## src/rtl/core/bcd_pkg.sv

```systemverilog
// ----------------------------------------------------------------------------
// bcd_pkg
// Types, codes and the bucket hash shared by the block cache directory.
// ----------------------------------------------------------------------------
`default_nettype none

package bcd_pkg;

    localparam int NUM_BUCKETS = 64;
    localparam int BKT_W       = 6;
    localparam int DEV_W       = 16;
    localparam int SEC_W       = 32;
    localparam int STAMP_W     = 32;
    localparam int HOLD_W      = 7;
    localparam int CNT_W       = 7;

    localparam logic [HOLD_W-1:0] HOLDER_MAX   = 7'd127;
    localparam logic [CNT_W-1:0]  RESULT_LIMIT = 7'd64;
    localparam logic [CNT_W-1:0]  PURGE_SAT    = 7'd65;

    // command codes
    localparam logic [2:0] CMD_LOCK_RD    = 3'd0;
    localparam logic [2:0] CMD_LOCK_WR    = 3'd1;
    localparam logic [2:0] CMD_UNLOCK     = 3'd2;
    localparam logic [2:0] CMD_MARK_DIRTY = 3'd3;
    localparam logic [2:0] CMD_FLUSH      = 3'd4;
    localparam logic [2:0] CMD_PURGE      = 3'd5;
    localparam logic [2:0] CMD_FILL_FAIL  = 3'd6;

    // result status codes
    localparam logic [2:0] ST_HIT      = 3'd0;
    localparam logic [2:0] ST_MISS     = 3'd1;
    localparam logic [2:0] ST_NO_SPACE = 3'd2;
    localparam logic [2:0] ST_BUSY     = 3'd3;
    localparam logic [2:0] ST_DONE     = 3'd4;

    // request kinds
    localparam logic [1:0] REQ_NONE = 2'd0;
    localparam logic [1:0] REQ_FILL = 2'd1;
    localparam logic [1:0] REQ_WB   = 2'd2;

    typedef struct packed {
        logic [2:0]       command;
        logic [DEV_W-1:0] device;
        logic [SEC_W-1:0] sector;
        logic [5:0]       entry_index;
        logic [31:0]      now;
    } req_t;

    typedef struct packed {
        logic [2:0]       status;
        logic [5:0]       entry_index_res;
        logic [1:0]       request_kind;
        logic [DEV_W-1:0] request_device;
        logic [SEC_W-1:0] request_sector;
        logic             last;
    } res_t;

    // controller to datapath: fixed-width part of the command
    typedef struct packed {
        logic              in_load;
        logic              out_load;
        res_t              out_data;
        logic [BKT_W-1:0]  bk_ra;
        logic [BKT_W-1:0]  bk_wa;
        logic              bk_we;
        logic              nx_we;
        logic              pv_we;
        logic              we_dev;
        logic              we_sec;
        logic              we_stamp;
        logic              we_home;
        logic              we_hold;
        logic              we_dirty;
        logic              we_cached;
        logic              we_stale;
        logic [HOLD_W-1:0] hold_wd;
        logic [BKT_W-1:0]  home_wd;
        logic              dirty_wd;
        logic              cached_wd;
        logic              stale_wd;
    } dp_ctrl_t;

    // datapath to controller: fixed-width part of the status
    typedef struct packed {
        req_t               in;
        logic [BKT_W-1:0]   hash;
        logic               dev_match;
        logic               sec_match;
        logic [DEV_W-1:0]   rd_dev;
        logic [SEC_W-1:0]   rd_sec;
        logic [STAMP_W-1:0] rd_stamp;
        logic [BKT_W-1:0]   rd_home;
        logic [HOLD_W-1:0]  rd_hold;
        logic               rd_dirty;
        logic               rd_cached;
        logic               rd_stale;
        logic               out_free;
    } dp_stat_t;

    function automatic logic [BKT_W-1:0] bucket_of(input logic [DEV_W-1:0] dev,
                                                   input logic [SEC_W-1:0] sec);
        logic [4:0]  mult;
        logic [5:0]  s1;
        logic [10:0] prod;
        case (dev[2:0])
            3'd0:    mult = 5'd3;
            3'd1:    mult = 5'd5;
            3'd2:    mult = 5'd7;
            3'd3:    mult = 5'd11;
            3'd4:    mult = 5'd13;
            3'd5:    mult = 5'd17;
            3'd6:    mult = 5'd19;
            default: mult = 5'd23;
        endcase
        s1   = sec[5:0] + 6'd1;
        prod = 11'(mult) * 11'(s1);
        return prod[BKT_W-1:0];
    endfunction

    function automatic res_t mk_res(input logic [2:0] status, input logic [5:0] idx,
                                    input logic [1:0] kind, input logic [DEV_W-1:0] dev,
                                    input logic [SEC_W-1:0] sec, input logic last);
        res_t r;
        r.status          = status;
        r.entry_index_res = idx;
        r.request_kind    = kind;
        r.request_device  = dev;
        r.request_sector  = sec;
        r.last            = last;
        return r;
    endfunction

endpackage

`default_nettype wire

```

## src/rtl/core/bcd_ctrl.sv

```systemverilog
// ----------------------------------------------------------------------------
// bcd_ctrl
// Command sequencer: chain walks, bucket scans, list edits and result issue.
// ----------------------------------------------------------------------------
`default_nettype none

module bcd_ctrl #(
    parameter int NUM_ENTRIES = 64
) (
    input  wire logic                                 clk,
    input  wire logic                                 rst_n,
    input  wire logic                                 in_valid,
    output logic                                      in_stall,
    output bcd_pkg::dp_ctrl_t                         ctrl,
    input  wire bcd_pkg::dp_stat_t                    stat,
    output logic [$clog2(NUM_ENTRIES)-1:0]            rd_addr,
    output logic [$clog2(NUM_ENTRIES)-1:0]            ent_wa,
    output logic [$clog2(NUM_ENTRIES)-1:0]            nx_wa,
    output logic [$clog2(NUM_ENTRIES+1)-1:0]          nx_wd,
    output logic [$clog2(NUM_ENTRIES)-1:0]            pv_wa,
    output logic [$clog2(NUM_ENTRIES+1)-1:0]          pv_wd,
    output logic [$clog2(NUM_ENTRIES+1)-1:0]          bk_wd,
    input  wire logic [$clog2(NUM_ENTRIES+1)-1:0]     rd_next,
    input  wire logic [$clog2(NUM_ENTRIES+1)-1:0]     rd_prev,
    input  wire logic [$clog2(NUM_ENTRIES+1)-1:0]     bk_rd
);

    localparam int IW    = $clog2(NUM_ENTRIES);
    localparam int LW    = $clog2(NUM_ENTRIES + 1);
    localparam int CLR_N = (NUM_ENTRIES > bcd_pkg::NUM_BUCKETS) ? NUM_ENTRIES
                                                               : bcd_pkg::NUM_BUCKETS;
    localparam int CW    = $clog2(CLR_N);
    localparam logic [LW-1:0] NIL = LW'(NUM_ENTRIES);
    localparam logic [bcd_pkg::BKT_W-1:0] LAST_BKT = 6'(bcd_pkg::NUM_BUCKETS - 1);

    typedef enum logic [4:0] {
        S_CLR, S_IDLE, S_DISP, S_LK_HEAD, S_LK_EVAL, S_MISS, S_FP,
        S_IN1, S_IN2, S_IN3, S_SC_B, S_SC_H, S_SC_E, S_SC_NX, S_SC_ADV,
        S_VI_RD, S_RM1, S_RM2, S_EN_EV, S_FIN, S_EMIT
    } state_t;

    typedef enum logic [2:0] {
        M_VICT, M_FLUSH, M_PURGE1, M_PURGE2, M_FAIL
    } mode_t;

    state_t                       state_reg, state_next;
    state_t                       ret_reg, ret_next;
    mode_t                        mode_reg, mode_next;
    logic [CW-1:0]                clr_reg, clr_next;
    logic [bcd_pkg::BKT_W-1:0]    b_reg, b_next;
    logic [bcd_pkg::BKT_W-1:0]    hash_reg, hash_next;
    logic [IW-1:0]                cur_reg, cur_next;
    logic [LW-1:0]                nxt_reg, nxt_next;
    logic [LW-1:0]                p_reg, p_next;
    logic [LW-1:0]                n_reg, n_next;
    logic [bcd_pkg::BKT_W-1:0]    h_reg, h_next;
    logic [LW-1:0]                free_reg, free_next;
    logic [LW-1:0]                bc_reg, bc_next;
    logic [LW-1:0]                bd_reg, bd_next;
    logic [bcd_pkg::STAMP_W-1:0]  bcs_reg, bcs_next;
    logic [bcd_pkg::STAMP_W-1:0]  bds_reg, bds_next;
    logic [bcd_pkg::CNT_W-1:0]    cnt_reg, cnt_next;
    logic                         pend_v_reg, pend_v_next;
    bcd_pkg::res_t                pend_reg, pend_next;
    bcd_pkg::res_t                res_reg, res_next;

    logic                         cont;
    logic                         held;
    bcd_pkg::res_t                wb;
    logic [IW-1:0]                idx_e;
    logic [5:0]                   cur6;

    assign in_stall = (state_reg != S_IDLE);
    assign idx_e    = IW'(stat.in.entry_index);
    assign cur6     = 6'(cur_reg);

    always_comb
    begin
        state_next  = state_reg;
        ret_next    = ret_reg;
        mode_next   = mode_reg;
        clr_next    = clr_reg;
        b_next      = b_reg;
        hash_next   = hash_reg;
        cur_next    = cur_reg;
        nxt_next    = nxt_reg;
        p_next      = p_reg;
        n_next      = n_reg;
        h_next      = h_reg;
        free_next   = free_reg;
        bc_next     = bc_reg;
        bd_next     = bd_reg;
        bcs_next    = bcs_reg;
        bds_next    = bds_reg;
        cnt_next    = cnt_reg;
        pend_v_next = pend_v_reg;
        pend_next   = pend_reg;
        res_next    = res_reg;

        ctrl          = '0;
        ctrl.out_data = res_reg;
        ctrl.bk_ra    = b_reg;
        rd_addr       = cur_reg;
        ent_wa        = cur_reg;
        nx_wa         = cur_reg;
        nx_wd         = NIL;
        pv_wa         = cur_reg;
        pv_wd         = NIL;
        bk_wd         = NIL;

        cont = 1'b0;
        held = stat.rd_cached && (stat.rd_hold != '0);
        wb   = bcd_pkg::mk_res(bcd_pkg::ST_DONE, cur6, bcd_pkg::REQ_WB,
                               stat.rd_dev, stat.rd_sec, 1'b0);

        case (state_reg)
            S_CLR:
            begin
                // restore the reset image one row per cycle
                if (int'(clr_reg) < NUM_ENTRIES)
                begin
                    ent_wa         = IW'(clr_reg);
                    ctrl.we_hold   = 1'b1;
                    ctrl.we_dirty  = 1'b1;
                    ctrl.we_cached = 1'b1;
                    ctrl.we_stale  = 1'b1;
                    ctrl.nx_we     = 1'b1;
                    nx_wa          = IW'(clr_reg);
                    nx_wd          = LW'(clr_reg) + LW'(1);
                    ctrl.pv_we     = 1'b1;
                    pv_wa          = IW'(clr_reg);
                end
                if (int'(clr_reg) < bcd_pkg::NUM_BUCKETS)
                begin
                    ctrl.bk_we = 1'b1;
                    ctrl.bk_wa = clr_reg[bcd_pkg::BKT_W-1:0];
                end
                if (clr_reg == CW'(CLR_N - 1))
                    state_next = S_IDLE;
                else
                    clr_next = clr_reg + CW'(1);
            end

            S_IDLE:
            begin
                if (in_valid)
                begin
                    ctrl.in_load = 1'b1;
                    state_next   = S_DISP;
                end
            end

            S_DISP:
            begin
                case (stat.in.command)
                    bcd_pkg::CMD_LOCK_RD, bcd_pkg::CMD_LOCK_WR:
                    begin
                        ctrl.bk_ra = stat.hash;
                        hash_next  = stat.hash;
                        state_next = S_LK_HEAD;
                    end
                    bcd_pkg::CMD_UNLOCK, bcd_pkg::CMD_MARK_DIRTY, bcd_pkg::CMD_FILL_FAIL:
                    begin
                        if (int'(stat.in.entry_index) >= NUM_ENTRIES)
                        begin
                            res_next   = bcd_pkg::mk_res(bcd_pkg::ST_BUSY,
                                             stat.in.entry_index, bcd_pkg::REQ_NONE,
                                             '0, '0, 1'b1);
                            ret_next   = S_IDLE;
                            state_next = S_EMIT;
                        end
                        else
                        begin
                            rd_addr    = idx_e;
                            cur_next   = idx_e;
                            state_next = S_EN_EV;
                        end
                    end
                    bcd_pkg::CMD_FLUSH, bcd_pkg::CMD_PURGE:
                    begin
                        mode_next   = (stat.in.command == bcd_pkg::CMD_FLUSH) ? M_FLUSH
                                                                               : M_PURGE1;
                        b_next      = '0;
                        cnt_next    = '0;
                        pend_v_next = 1'b0;
                        state_next  = S_SC_B;
                    end
                    default:
                    begin
                        res_next   = bcd_pkg::mk_res(bcd_pkg::ST_BUSY, '0,
                                         bcd_pkg::REQ_NONE, '0, '0, 1'b1);
                        ret_next   = S_IDLE;
                        state_next = S_EMIT;
                    end
                endcase
            end

            S_LK_HEAD:
            begin
                if (bk_rd == NIL)
                begin
                    state_next = S_MISS;
                end
                else
                begin
                    rd_addr    = IW'(bk_rd);
                    cur_next   = IW'(bk_rd);
                    state_next = S_LK_EVAL;
                end
            end

            S_LK_EVAL:
            begin
                if (!stat.rd_stale && stat.dev_match && stat.sec_match)
                begin
                    if (stat.rd_hold >= bcd_pkg::HOLDER_MAX)
                    begin
                        res_next = bcd_pkg::mk_res(bcd_pkg::ST_BUSY, cur6,
                                       bcd_pkg::REQ_NONE, '0, '0, 1'b1);
                    end
                    else
                    begin
                        ctrl.we_hold = 1'b1;
                        ctrl.hold_wd = stat.rd_hold + 7'd1;
                        res_next     = bcd_pkg::mk_res(bcd_pkg::ST_HIT, cur6,
                                           bcd_pkg::REQ_NONE, '0, '0, 1'b1);
                    end
                    ret_next   = S_IDLE;
                    state_next = S_EMIT;
                end
                else if (rd_next == NIL)
                begin
                    state_next = S_MISS;
                end
                else
                begin
                    rd_addr  = IW'(rd_next);
                    cur_next = IW'(rd_next);
                end
            end

            S_MISS:
            begin
                if (free_reg != NIL)
                begin
                    rd_addr    = IW'(free_reg);
                    cur_next   = IW'(free_reg);
                    state_next = S_FP;
                end
                else
                begin
                    mode_next  = M_VICT;
                    b_next     = '0;
                    bc_next    = NIL;
                    bd_next    = NIL;
                    state_next = S_SC_B;
                end
            end

            S_FP:
            begin
                free_next  = rd_next;
                state_next = S_IN1;
            end

            S_IN1:
            begin
                ctrl.bk_ra = hash_reg;
                state_next = S_IN2;
            end

            S_IN2:
            begin
                // link the new entry in front of the bucket chain
                ctrl.nx_we     = 1'b1;
                nx_wd          = bk_rd;
                ctrl.pv_we     = 1'b1;
                ctrl.bk_we     = 1'b1;
                ctrl.bk_wa     = hash_reg;
                bk_wd          = LW'(cur_reg);
                ctrl.we_dev    = 1'b1;
                ctrl.we_sec    = 1'b1;
                ctrl.we_home   = 1'b1;
                ctrl.home_wd   = hash_reg;
                ctrl.we_hold   = 1'b1;
                ctrl.hold_wd   = 7'd1;
                ctrl.we_dirty  = 1'b1;
                ctrl.we_cached = 1'b1;
                ctrl.cached_wd = 1'b1;
                ctrl.we_stale  = 1'b1;
                n_next         = bk_rd;
                state_next     = S_IN3;
            end

            S_IN3:
            begin
                if (n_reg != NIL)
                begin
                    ctrl.pv_we = 1'b1;
                    pv_wa      = IW'(n_reg);
                    pv_wd      = LW'(cur_reg);
                end
                res_next   = bcd_pkg::mk_res(bcd_pkg::ST_MISS, cur6, bcd_pkg::REQ_FILL,
                                 stat.in.device, stat.in.sector, 1'b1);
                ret_next   = S_IDLE;
                state_next = S_EMIT;
            end

            S_SC_B:
            begin
                state_next = S_SC_H;
            end

            S_SC_H:
            begin
                if (bk_rd == NIL)
                begin
                    state_next = S_SC_ADV;
                end
                else
                begin
                    rd_addr    = IW'(bk_rd);
                    cur_next   = IW'(bk_rd);
                    state_next = S_SC_E;
                end
            end

            S_SC_E:
            begin
                nxt_next = rd_next;
                case (mode_reg)
                    M_VICT:
                    begin
                        if (stat.rd_hold == '0)
                        begin
                            if (!stat.rd_dirty)
                            begin
                                if (bc_reg == NIL || stat.rd_stamp < bcs_reg)
                                begin
                                    bc_next  = LW'(cur_reg);
                                    bcs_next = stat.rd_stamp;
                                end
                            end
                            else if (bd_reg == NIL || stat.rd_stamp < bds_reg)
                            begin
                                bd_next  = LW'(cur_reg);
                                bds_next = stat.rd_stamp;
                            end
                        end
                        cont = 1'b1;
                    end
                    M_FLUSH:
                    begin
                        cont = 1'b1;
                        if (stat.rd_dirty && !stat.rd_stale &&
                            cnt_reg < bcd_pkg::RESULT_LIMIT)
                        begin
                            ctrl.we_dirty = 1'b1;
                            cnt_next      = cnt_reg + 7'd1;
                            pend_next     = wb;
                            pend_v_next   = 1'b1;
                            if (pend_v_reg)
                            begin
                                // issue the previous writeback, keep this one
                                res_next   = pend_reg;
                                ret_next   = S_SC_NX;
                                state_next = S_EMIT;
                                cont       = 1'b0;
                            end
                        end
                    end
                    M_PURGE1:
                    begin
                        cont = 1'b1;
                        if (!stat.rd_stale && stat.dev_match)
                        begin
                            if (stat.rd_hold != '0)
                            begin
                                res_next   = bcd_pkg::mk_res(bcd_pkg::ST_BUSY, cur6,
                                                 bcd_pkg::REQ_NONE, '0, '0, 1'b1);
                                ret_next   = S_IDLE;
                                state_next = S_EMIT;
                                cont       = 1'b0;
                            end
                            else if (stat.rd_dirty && cnt_reg != bcd_pkg::PURGE_SAT)
                            begin
                                cnt_next = cnt_reg + 7'd1;
                            end
                        end
                    end
                    M_PURGE2:
                    begin
                        if (!stat.rd_stale && stat.dev_match)
                        begin
                            p_next     = rd_prev;
                            n_next     = rd_next;
                            h_next     = stat.rd_home;
                            state_next = S_RM1;
                            if (stat.rd_dirty && cnt_reg < bcd_pkg::RESULT_LIMIT)
                            begin
                                cnt_next    = cnt_reg + 7'd1;
                                pend_next   = wb;
                                pend_v_next = 1'b1;
                                if (pend_v_reg)
                                begin
                                    res_next   = pend_reg;
                                    ret_next   = S_RM1;
                                    state_next = S_EMIT;
                                end
                            end
                        end
                        else
                        begin
                            cont = 1'b1;
                        end
                    end
                    default:
                    begin
                        cont = 1'b1;
                    end
                endcase
                if (cont)
                begin
                    if (rd_next == NIL)
                    begin
                        state_next = S_SC_ADV;
                    end
                    else
                    begin
                        rd_addr  = IW'(rd_next);
                        cur_next = IW'(rd_next);
                    end
                end
            end

            S_SC_NX:
            begin
                if (nxt_reg == NIL)
                begin
                    state_next = S_SC_ADV;
                end
                else
                begin
                    rd_addr    = IW'(nxt_reg);
                    cur_next   = IW'(nxt_reg);
                    state_next = S_SC_E;
                end
            end

            S_SC_ADV:
            begin
                if (b_reg != LAST_BKT)
                begin
                    b_next     = b_reg + 6'd1;
                    state_next = S_SC_B;
                end
                else
                begin
                    case (mode_reg)
                        M_VICT:
                        begin
                            if (bc_reg != NIL || bd_reg != NIL)
                            begin
                                rd_addr    = (bc_reg != NIL) ? IW'(bc_reg) : IW'(bd_reg);
                                cur_next   = (bc_reg != NIL) ? IW'(bc_reg) : IW'(bd_reg);
                                state_next = S_VI_RD;
                            end
                            else
                            begin
                                res_next   = bcd_pkg::mk_res(bcd_pkg::ST_NO_SPACE, '0,
                                                 bcd_pkg::REQ_NONE, '0, '0, 1'b1);
                                ret_next   = S_IDLE;
                                state_next = S_EMIT;
                            end
                        end
                        M_PURGE1:
                        begin
                            if (cnt_reg > bcd_pkg::RESULT_LIMIT)
                            begin
                                res_next   = bcd_pkg::mk_res(bcd_pkg::ST_BUSY, '0,
                                                 bcd_pkg::REQ_NONE, '0, '0, 1'b1);
                                ret_next   = S_IDLE;
                                state_next = S_EMIT;
                            end
                            else
                            begin
                                mode_next   = M_PURGE2;
                                b_next      = '0;
                                cnt_next    = '0;
                                pend_v_next = 1'b0;
                                state_next  = S_SC_B;
                            end
                        end
                        default:
                        begin
                            state_next = S_FIN;
                        end
                    endcase
                end
            end

            S_VI_RD:
            begin
                p_next     = rd_prev;
                n_next     = rd_next;
                h_next     = stat.rd_home;
                state_next = S_RM1;
                if (stat.rd_dirty)
                begin
                    res_next   = wb;
                    ret_next   = S_RM1;
                    state_next = S_EMIT;
                end
            end

            S_RM1:
            begin
                // unlink from the chain
                if (p_reg != NIL)
                begin
                    ctrl.nx_we = 1'b1;
                    nx_wa      = IW'(p_reg);
                    nx_wd      = n_reg;
                end
                else
                begin
                    ctrl.bk_we = 1'b1;
                    ctrl.bk_wa = h_reg;
                    bk_wd      = n_reg;
                end
                if (n_reg != NIL)
                begin
                    ctrl.pv_we = 1'b1;
                    pv_wa      = IW'(n_reg);
                    pv_wd      = p_reg;
                end
                ctrl.we_dirty  = 1'b1;
                ctrl.we_cached = 1'b1;
                state_next     = (mode_reg == M_VICT) ? S_IN1 : S_RM2;
            end

            S_RM2:
            begin
                // push onto the free list
                ctrl.nx_we = 1'b1;
                nx_wd      = free_reg;
                ctrl.pv_we = 1'b1;
                free_next  = LW'(cur_reg);
                if (mode_reg == M_PURGE2)
                begin
                    state_next = S_SC_NX;
                end
                else
                begin
                    res_next   = bcd_pkg::mk_res(bcd_pkg::ST_DONE, stat.in.entry_index,
                                     bcd_pkg::REQ_NONE, '0, '0, 1'b1);
                    ret_next   = S_IDLE;
                    state_next = S_EMIT;
                end
            end

            S_EN_EV:
            begin
                res_next   = bcd_pkg::mk_res(bcd_pkg::ST_DONE, stat.in.entry_index,
                                 bcd_pkg::REQ_NONE, '0, '0, 1'b1);
                ret_next   = S_IDLE;
                state_next = S_EMIT;
                if (!held || (stat.in.command != bcd_pkg::CMD_UNLOCK && stat.rd_stale))
                begin
                    res_next.status = bcd_pkg::ST_BUSY;
                end
                else
                begin
                    case (stat.in.command)
                        bcd_pkg::CMD_UNLOCK:
                        begin
                            ctrl.we_hold  = 1'b1;
                            ctrl.hold_wd  = stat.rd_hold - 7'd1;
                            ctrl.we_stamp = 1'b1;
                        end
                        bcd_pkg::CMD_MARK_DIRTY:
                        begin
                            ctrl.we_dirty = 1'b1;
                            ctrl.dirty_wd = 1'b1;
                        end
                        default:
                        begin
                            ctrl.we_stale = 1'b1;
                            ctrl.stale_wd = 1'b1;
                            ctrl.we_dirty = 1'b1;
                            ctrl.we_hold  = 1'b1;
                            ctrl.hold_wd  = stat.rd_hold - 7'd1;
                            if (stat.rd_hold == 7'd1)
                            begin
                                p_next     = rd_prev;
                                n_next     = rd_next;
                                h_next     = stat.rd_home;
                                mode_next  = M_FAIL;
                                state_next = S_RM1;
                            end
                        end
                    endcase
                end
            end

            S_FIN:
            begin
                if (pend_v_reg)
                begin
                    res_next      = pend_reg;
                    res_next.last = 1'b1;
                end
                else
                begin
                    res_next = bcd_pkg::mk_res(bcd_pkg::ST_DONE, '0, bcd_pkg::REQ_NONE,
                                   '0, '0, 1'b1);
                end
                ret_next   = S_IDLE;
                state_next = S_EMIT;
            end

            S_EMIT:
            begin
                if (stat.out_free)
                begin
                    ctrl.out_load = 1'b1;
                    state_next    = ret_reg;
                end
            end

            default:
            begin
                state_next = S_IDLE;
            end
        endcase
    end

    always_ff @(posedge clk or negedge rst_n)
    begin
        if (!rst_n)
        begin
            state_reg  <= S_CLR;
            ret_reg    <= S_IDLE;
            mode_reg   <= M_VICT;
            clr_reg    <= '0;
            free_reg   <= '0;
            pend_v_reg <= 1'b0;
            cnt_reg    <= '0;
            b_reg      <= '0;
        end
        else
        begin
            state_reg  <= state_next;
            ret_reg    <= ret_next;
            mode_reg   <= mode_next;
            clr_reg    <= clr_next;
            free_reg   <= free_next;
            pend_v_reg <= pend_v_next;
            cnt_reg    <= cnt_next;
            b_reg      <= b_next;
        end
    end

    always_ff @(posedge clk)
    begin
        hash_reg <= hash_next;
        cur_reg  <= cur_next;
        nxt_reg  <= nxt_next;
        p_reg    <= p_next;
        n_reg    <= n_next;
        h_reg    <= h_next;
        bc_reg   <= bc_next;
        bd_reg   <= bd_next;
        bcs_reg  <= bcs_next;
        bds_reg  <= bds_next;
        pend_reg <= pend_next;
        res_reg  <= res_next;
    end

endmodule

`default_nettype wire
```

## config.mk

```make
export PLATFORM = sky130hd
export DESIGN_NAME = bcd_ctrl
export DESIGN_NICKNAME = d
export VERILOG_FILES = /design/src/rtl/core/bcd_pkg.sv /design/src/rtl/core/bcd_ctrl.sv
export SDC_FILE = /design/constraint.sdc
export NUM_CORES = 1
export LEC_CHECK = 0
export BUFFER_PORTS_ARGS = -buffer_cell sky130_fd_sc_hd__buf_2
export CAP_MARGIN = 20
export CORE_MARGIN = 2
export CORE_UTILIZATION = 55
export CTS_BUF_LIST = sky130_fd_sc_hd__clkbuf_2
export DETAILED_ROUTE_END_ITERATION = 6
export MAX_ROUTING_LAYER = met4
export PLACE_DENSITY = 0.82
export SYNTH_ARGS = -nofsm -noshare
export SYNTH_HDL_FRONTEND = slang
export SYNTH_SLANG_ARGS = --single-unit
```

## constraint.sdc

```tcl
create_clock -name clk -period 33.3 [get_ports clk]
set_clock_uncertainty 0.2 [all_clocks]
set_input_delay 4.995 -clock clk [delete_from_list [all_inputs] [get_ports clk]]
set_output_delay 4.995 -clock clk [all_outputs]
set_load 0.02 [all_outputs]
```

==> impl_metrics.prom <==
# TYPE chip_impl_metric gauge
chip_impl_metric{name="internal-power",unit="uW"} 694
chip_impl_metric{name="min_period",unit="ns"} 12.87
chip_impl_metric{name="post-place-ws",unit="ns"} 20.46
chip_impl_metric{name="place.gp.congestion",unit=""} 0.987
chip_impl_metric{name="maxSlewViolCount",unit=""} 0
chip_impl_metric{name="max_clock_freq",unit="MHz"} 77.7
chip_impl_info{name="synth_ff_type",value="edfxtp_1"} 1
chip_impl_metric{name="slew_headroom",unit=""} 0.255
chip_impl_metric{name="switching_share_of_power",unit=""} 0.435
chip_impl_info{name="startpoint_type",value="primary input"} 1
chip_impl_metric{name="hold_viol_final",unit=""} 0
chip_impl_metric{name="worst_slew_pin_slew",unit="ns"} 1.11
chip_impl_metric{name="synth-edff-count",unit=""} 225
chip_impl_metric{name="grt_max_degree",unit=""} 64
chip_impl_metric{name="critPathMaxFanout",unit=""} 8
chip_impl_info{name="critical_path.startpoint",value="stat[5]"} 1
chip_impl_metric{name="grt.overflow.total",unit=""} 0
chip_impl_metric{name="synth_seq_area_share",unit=""} 0.541
chip_impl_metric{name="regToRegSetupSlack",unit="ns"} 28.67
chip_impl_metric{name="largest_register_ffs",unit=""} 60
chip_impl_info{name="hold_start",value="ret_reg[0]"} 1
chip_impl_metric{name="finalInstanceArea",unit="um^2"} 17100
chip_impl_metric{name="route.detailed.wl_per_inst",unit="um"} 21.7
chip_impl_metric{name="detailedRoute.firstIterationViolations",unit=""} 1536
chip_impl_info{name="cts_tree",value="done"} 1
chip_impl_metric{name="timing.critical_path.required",unit="ns"} 28.10
chip_impl_metric{name="fin_crit_sh",unit=""} 0.386
chip_impl_metric{name="cts_buffers",unit=""} 70
chip_impl_metric{name="boundaryPins",unit=""} 365
chip_impl_metric{name="cts.hold.buffers_added",unit=""} 0
chip_impl_metric{name="power.switching",unit="uW"} 534
chip_impl_metric{name="flow.area_growth_from_synthesis",unit="%"} 18.2
chip_impl_metric{name="drive_above_1_share",unit=""} 0.298
chip_impl_metric{name="final_util",unit=""} 0.660
chip_impl_metric{name="holdPathStages",unit=""} 2
chip_impl_metric{name="power_per_cell_area",unit="nW/um^2"} 71.8
chip_impl_metric{name="clockPowerShare",unit=""} 0.188
chip_impl_metric{name="grt_usage",unit=""} 0.320
chip_impl_metric{name="post_drt_via_cell_ratio",unit=""} 6.23
chip_impl_info{name="critical_path.reg2reg.startpoint",value="state_reg[0]"} 1
chip_impl_metric{name="ys_seq_elements",unit=""} 269
chip_impl_metric{name="dr_drc_count",unit=""} 3
chip_impl_metric{name="static-leakage-power",unit="nW"} 7.78
chip_impl_metric{name="number_of_clock_sinks_seen_by_cts",unit=""} 269
chip_impl_metric{name="rows",unit=""} 59
chip_impl_metric{name="placedInstanceArea",unit="um^2"} 16400
chip_impl_metric{name="worst_setup_hold_path_clk_slew",unit="ns"} 0.10
chip_impl_info{name="unrepaired_setup_endpoints_after_global_routing",value="false"} 1
chip_impl_metric{name="synthesis.yosys.warnings",unit=""} 0
chip_impl_metric{name="mappedNetlistArea",unit="um^2"} 14500
chip_impl_metric{name="detailedRoute.firstPassIterationCount",unit=""} 7
chip_impl_metric{name="cp_data_arrival_time",unit="ns"} 7.67
chip_impl_metric{name="grt_first_pass_wirelength",unit="um"} 67800
chip_impl_metric{name="postRouteWirelength",unit="um"} 44500
chip_impl_metric{name="via_count",unit=""} 12765
chip_impl_metric{name="filler_cell_count",unit=""} 2055
chip_impl_info{name="critical_path_class",value="primary input to output pin"} 1
chip_impl_metric{name="grt_pass1_vias",unit=""} 12532
chip_impl_metric{name="fraction_of_registers_with_async_set_reset",unit=""} 0.141
chip_impl_info{name="violated_checks",value="DRC"} 1
chip_impl_metric{name="number_of_buffers_inserted_by_post_cts_setup_repair",unit=""} 0
chip_impl_metric{name="finalWorstSetupSlack",unit="ns"} 20.43
chip_impl_info{name="min_to",value="ret_reg[0]"} 1
chip_impl_metric{name="p_seq_frac",unit=""} 0.410
chip_impl_metric{name="insertion_delay",unit="ns"} 0.87
chip_impl_metric{name="synth.net_count",unit=""} 1593
chip_impl_metric{name="synth_largest_type_area_fraction",unit=""} 0.467
chip_impl_metric{name="postSynthCellCount",unit=""} 1304
chip_impl_info{name="clock-root-buffer",value="clkbuf_2"} 1
chip_impl_info{name="synth_top_area_cell",value="edfxtp_1"} 1
chip_impl_metric{name="initial_utilization",unit=""} 0.558
chip_impl_info{name="post_synth_main_area_contributors",value="edfxtp_1 47%, dfrtp_1 6.4%, ha_1 6.1%"} 1
chip_impl_metric{name="setup_violations",unit=""} 0
chip_impl_metric{name="grt_antenna_before_repair",unit=""} 5
chip_impl_metric{name="htree_num_levels",unit=""} 3
chip_impl_info{name="yosysMostFrequentCell",value="edfxtp_1"} 1
chip_impl_metric{name="r2r_cells",unit=""} 8
chip_impl_metric{name="place_hpwl",unit="um"} 32500
chip_impl_metric{name="count_of_cells_resized_by_post_cts_repair",unit=""} 0
chip_impl_metric{name="die-height",unit="um"} 166
chip_impl_metric{name="clock_path_buffers",unit=""} 3
chip_impl_metric{name="ir_worst_vdd",unit="V"} 0.0000688
chip_impl_info{name="yosys-top-cells-count",value="225 x edfxtp_1, 140 x inv_1, 100 x nand2_1"} 1
chip_impl_metric{name="io_buffer_count",unit=""} 332
chip_impl_metric{name="placeableCoreArea",unit="um^2"} 25900
chip_impl_info{name="status",value="complete, but fails checks"} 1
chip_impl_metric{name="comb_power_share",unit=""} 0.402
chip_impl_metric{name="finalNetCount",unit=""} 1946
chip_impl_info{name="hp-class",value="flip-flop to flip-flop"} 1
chip_impl_info{name="worstReg2RegEnd",value="bds_reg[28]"} 1
chip_impl_metric{name="floorplan.die.width",unit="um"} 166
chip_impl_metric{name="final_antenna_net_count",unit=""} 0
chip_impl_metric{name="maxCapViolCount",unit=""} 0
chip_impl_info{name="crit_path_end_kind",value="output pin"} 1
chip_impl_metric{name="design.die.area",unit="um^2"} 27600
chip_impl_metric{name="synth_cell_type_count",unit=""} 87
chip_impl_metric{name="timing.setup.tns",unit="ns"} 0
chip_impl_metric{name="post_synth.cell_area_avg",unit="um^2"} 11.1
[per-layer routing]
metal	vias up	wire length, um	global-route usage
met2	816	21200	0.520
met1	6065	17100	0.387
met3	125	4510	0.0760
li1	5759	-	-
met5	-	0	-
met4	0	1630	0.131
[cells in the final DEF (no fill, tap or decap), types with 9 or more instances in the layout]
cell type  instances
a211o_1           12
a211oi_1          11
a21o_1            23
a21oi_1           62
a221o_1            9
a222oi_1          61
a22oi_1           19
and2_1            14
and3_1            16
buf_2            332
buf_4             13
clkbuf_2          97
clkinv_1          16
dfrtp_1           37
edfxtp_1         225
ha_1              71
inv_1            139
mux2_2            13
mux2i_1           16
nand2_1          100
nand2b_1          15
nand3_1           32
nand4_1           13
nor2_1            72
nor2b_1           11
nor3_1            24
nor4_1            12
o211ai_1           9
o21ai_0           67
or3_1             10
[cell families (layout without fill, tap and decap cells)]
logic type                 Yosys count  count (layout)  synth area share
AOI/OAI and AO/OA                  343             343             0.175
DFF                                269             269             0.541
adders and majority gates           71              71            0.0614
other                                0               5                 0
xor gates and xnor gates             9               9           0.00545
and+or+nand+nor                    375             375             0.140
buffers and inverters              207             613            0.0556
muxes                               30              30            0.0222
[worst max-delay path by stage]
stage                        end  depth (start not counted)
floorplan           pend_reg[10]                          2
global placement      rd_addr[2]                         10
detailed placement    rd_addr[1]                          9
CTS                   rd_addr[2]                         10
global route          rd_addr[0]                          9
finish                rd_addr[1]                          9
[critical path, cell delays in order]
cell      delay [ns]
buf_2           0.14
inv_1           0.13
ha_1            0.17
nor3b_2         0.22
a311oi_1        0.20
o31ai_1         0.96
a21oi_1         0.28
o211ai_1        0.35
buf_2           0.23
[power by group through the flow]
stage          sequential [mW]  clock [mW]  combinational, mW
6_report                 0.503       0.231              0.494
5_1_grt                  0.509       0.253              0.526
4_1_cts                  0.501       0.236              0.489
3_5_place_dp             0.508           0              0.486
3_3_place_gp             0.506           0              0.481
2_1_floorplan            0.532           0              0.282
[per-stage QoR]
| stage | instances | power [mW] | hold WS [ns] |
|---|---|---|---|
| after floorplan | 1304 | 0.814 | 0.206 |
| after global placement | 1916 | 0.987 | 0.256 |
| after detailed placement | 1917 | 0.994 | 0.287 |
| after CTS | 2042 | 1.23 | 0.301 |
| after global routing | 2050 | 1.29 | 0.349 |
| final | 2050 | 1.23 | 0.296 |
[layout make-up]
cell class,count,area (um^2),area share
diodes,5,12.5,0.000732
clock buffers,97,485,0.0284
clock inverters,28,160,0.00937
inverters,140,526,0.0307
multi-input cells,828,5860,0.343
flip-flops and latches,269,7830,0.458
well taps,335,419,0.0245
repair buffers,348,1810,0.106
Power figures use the tool's default switching activity.
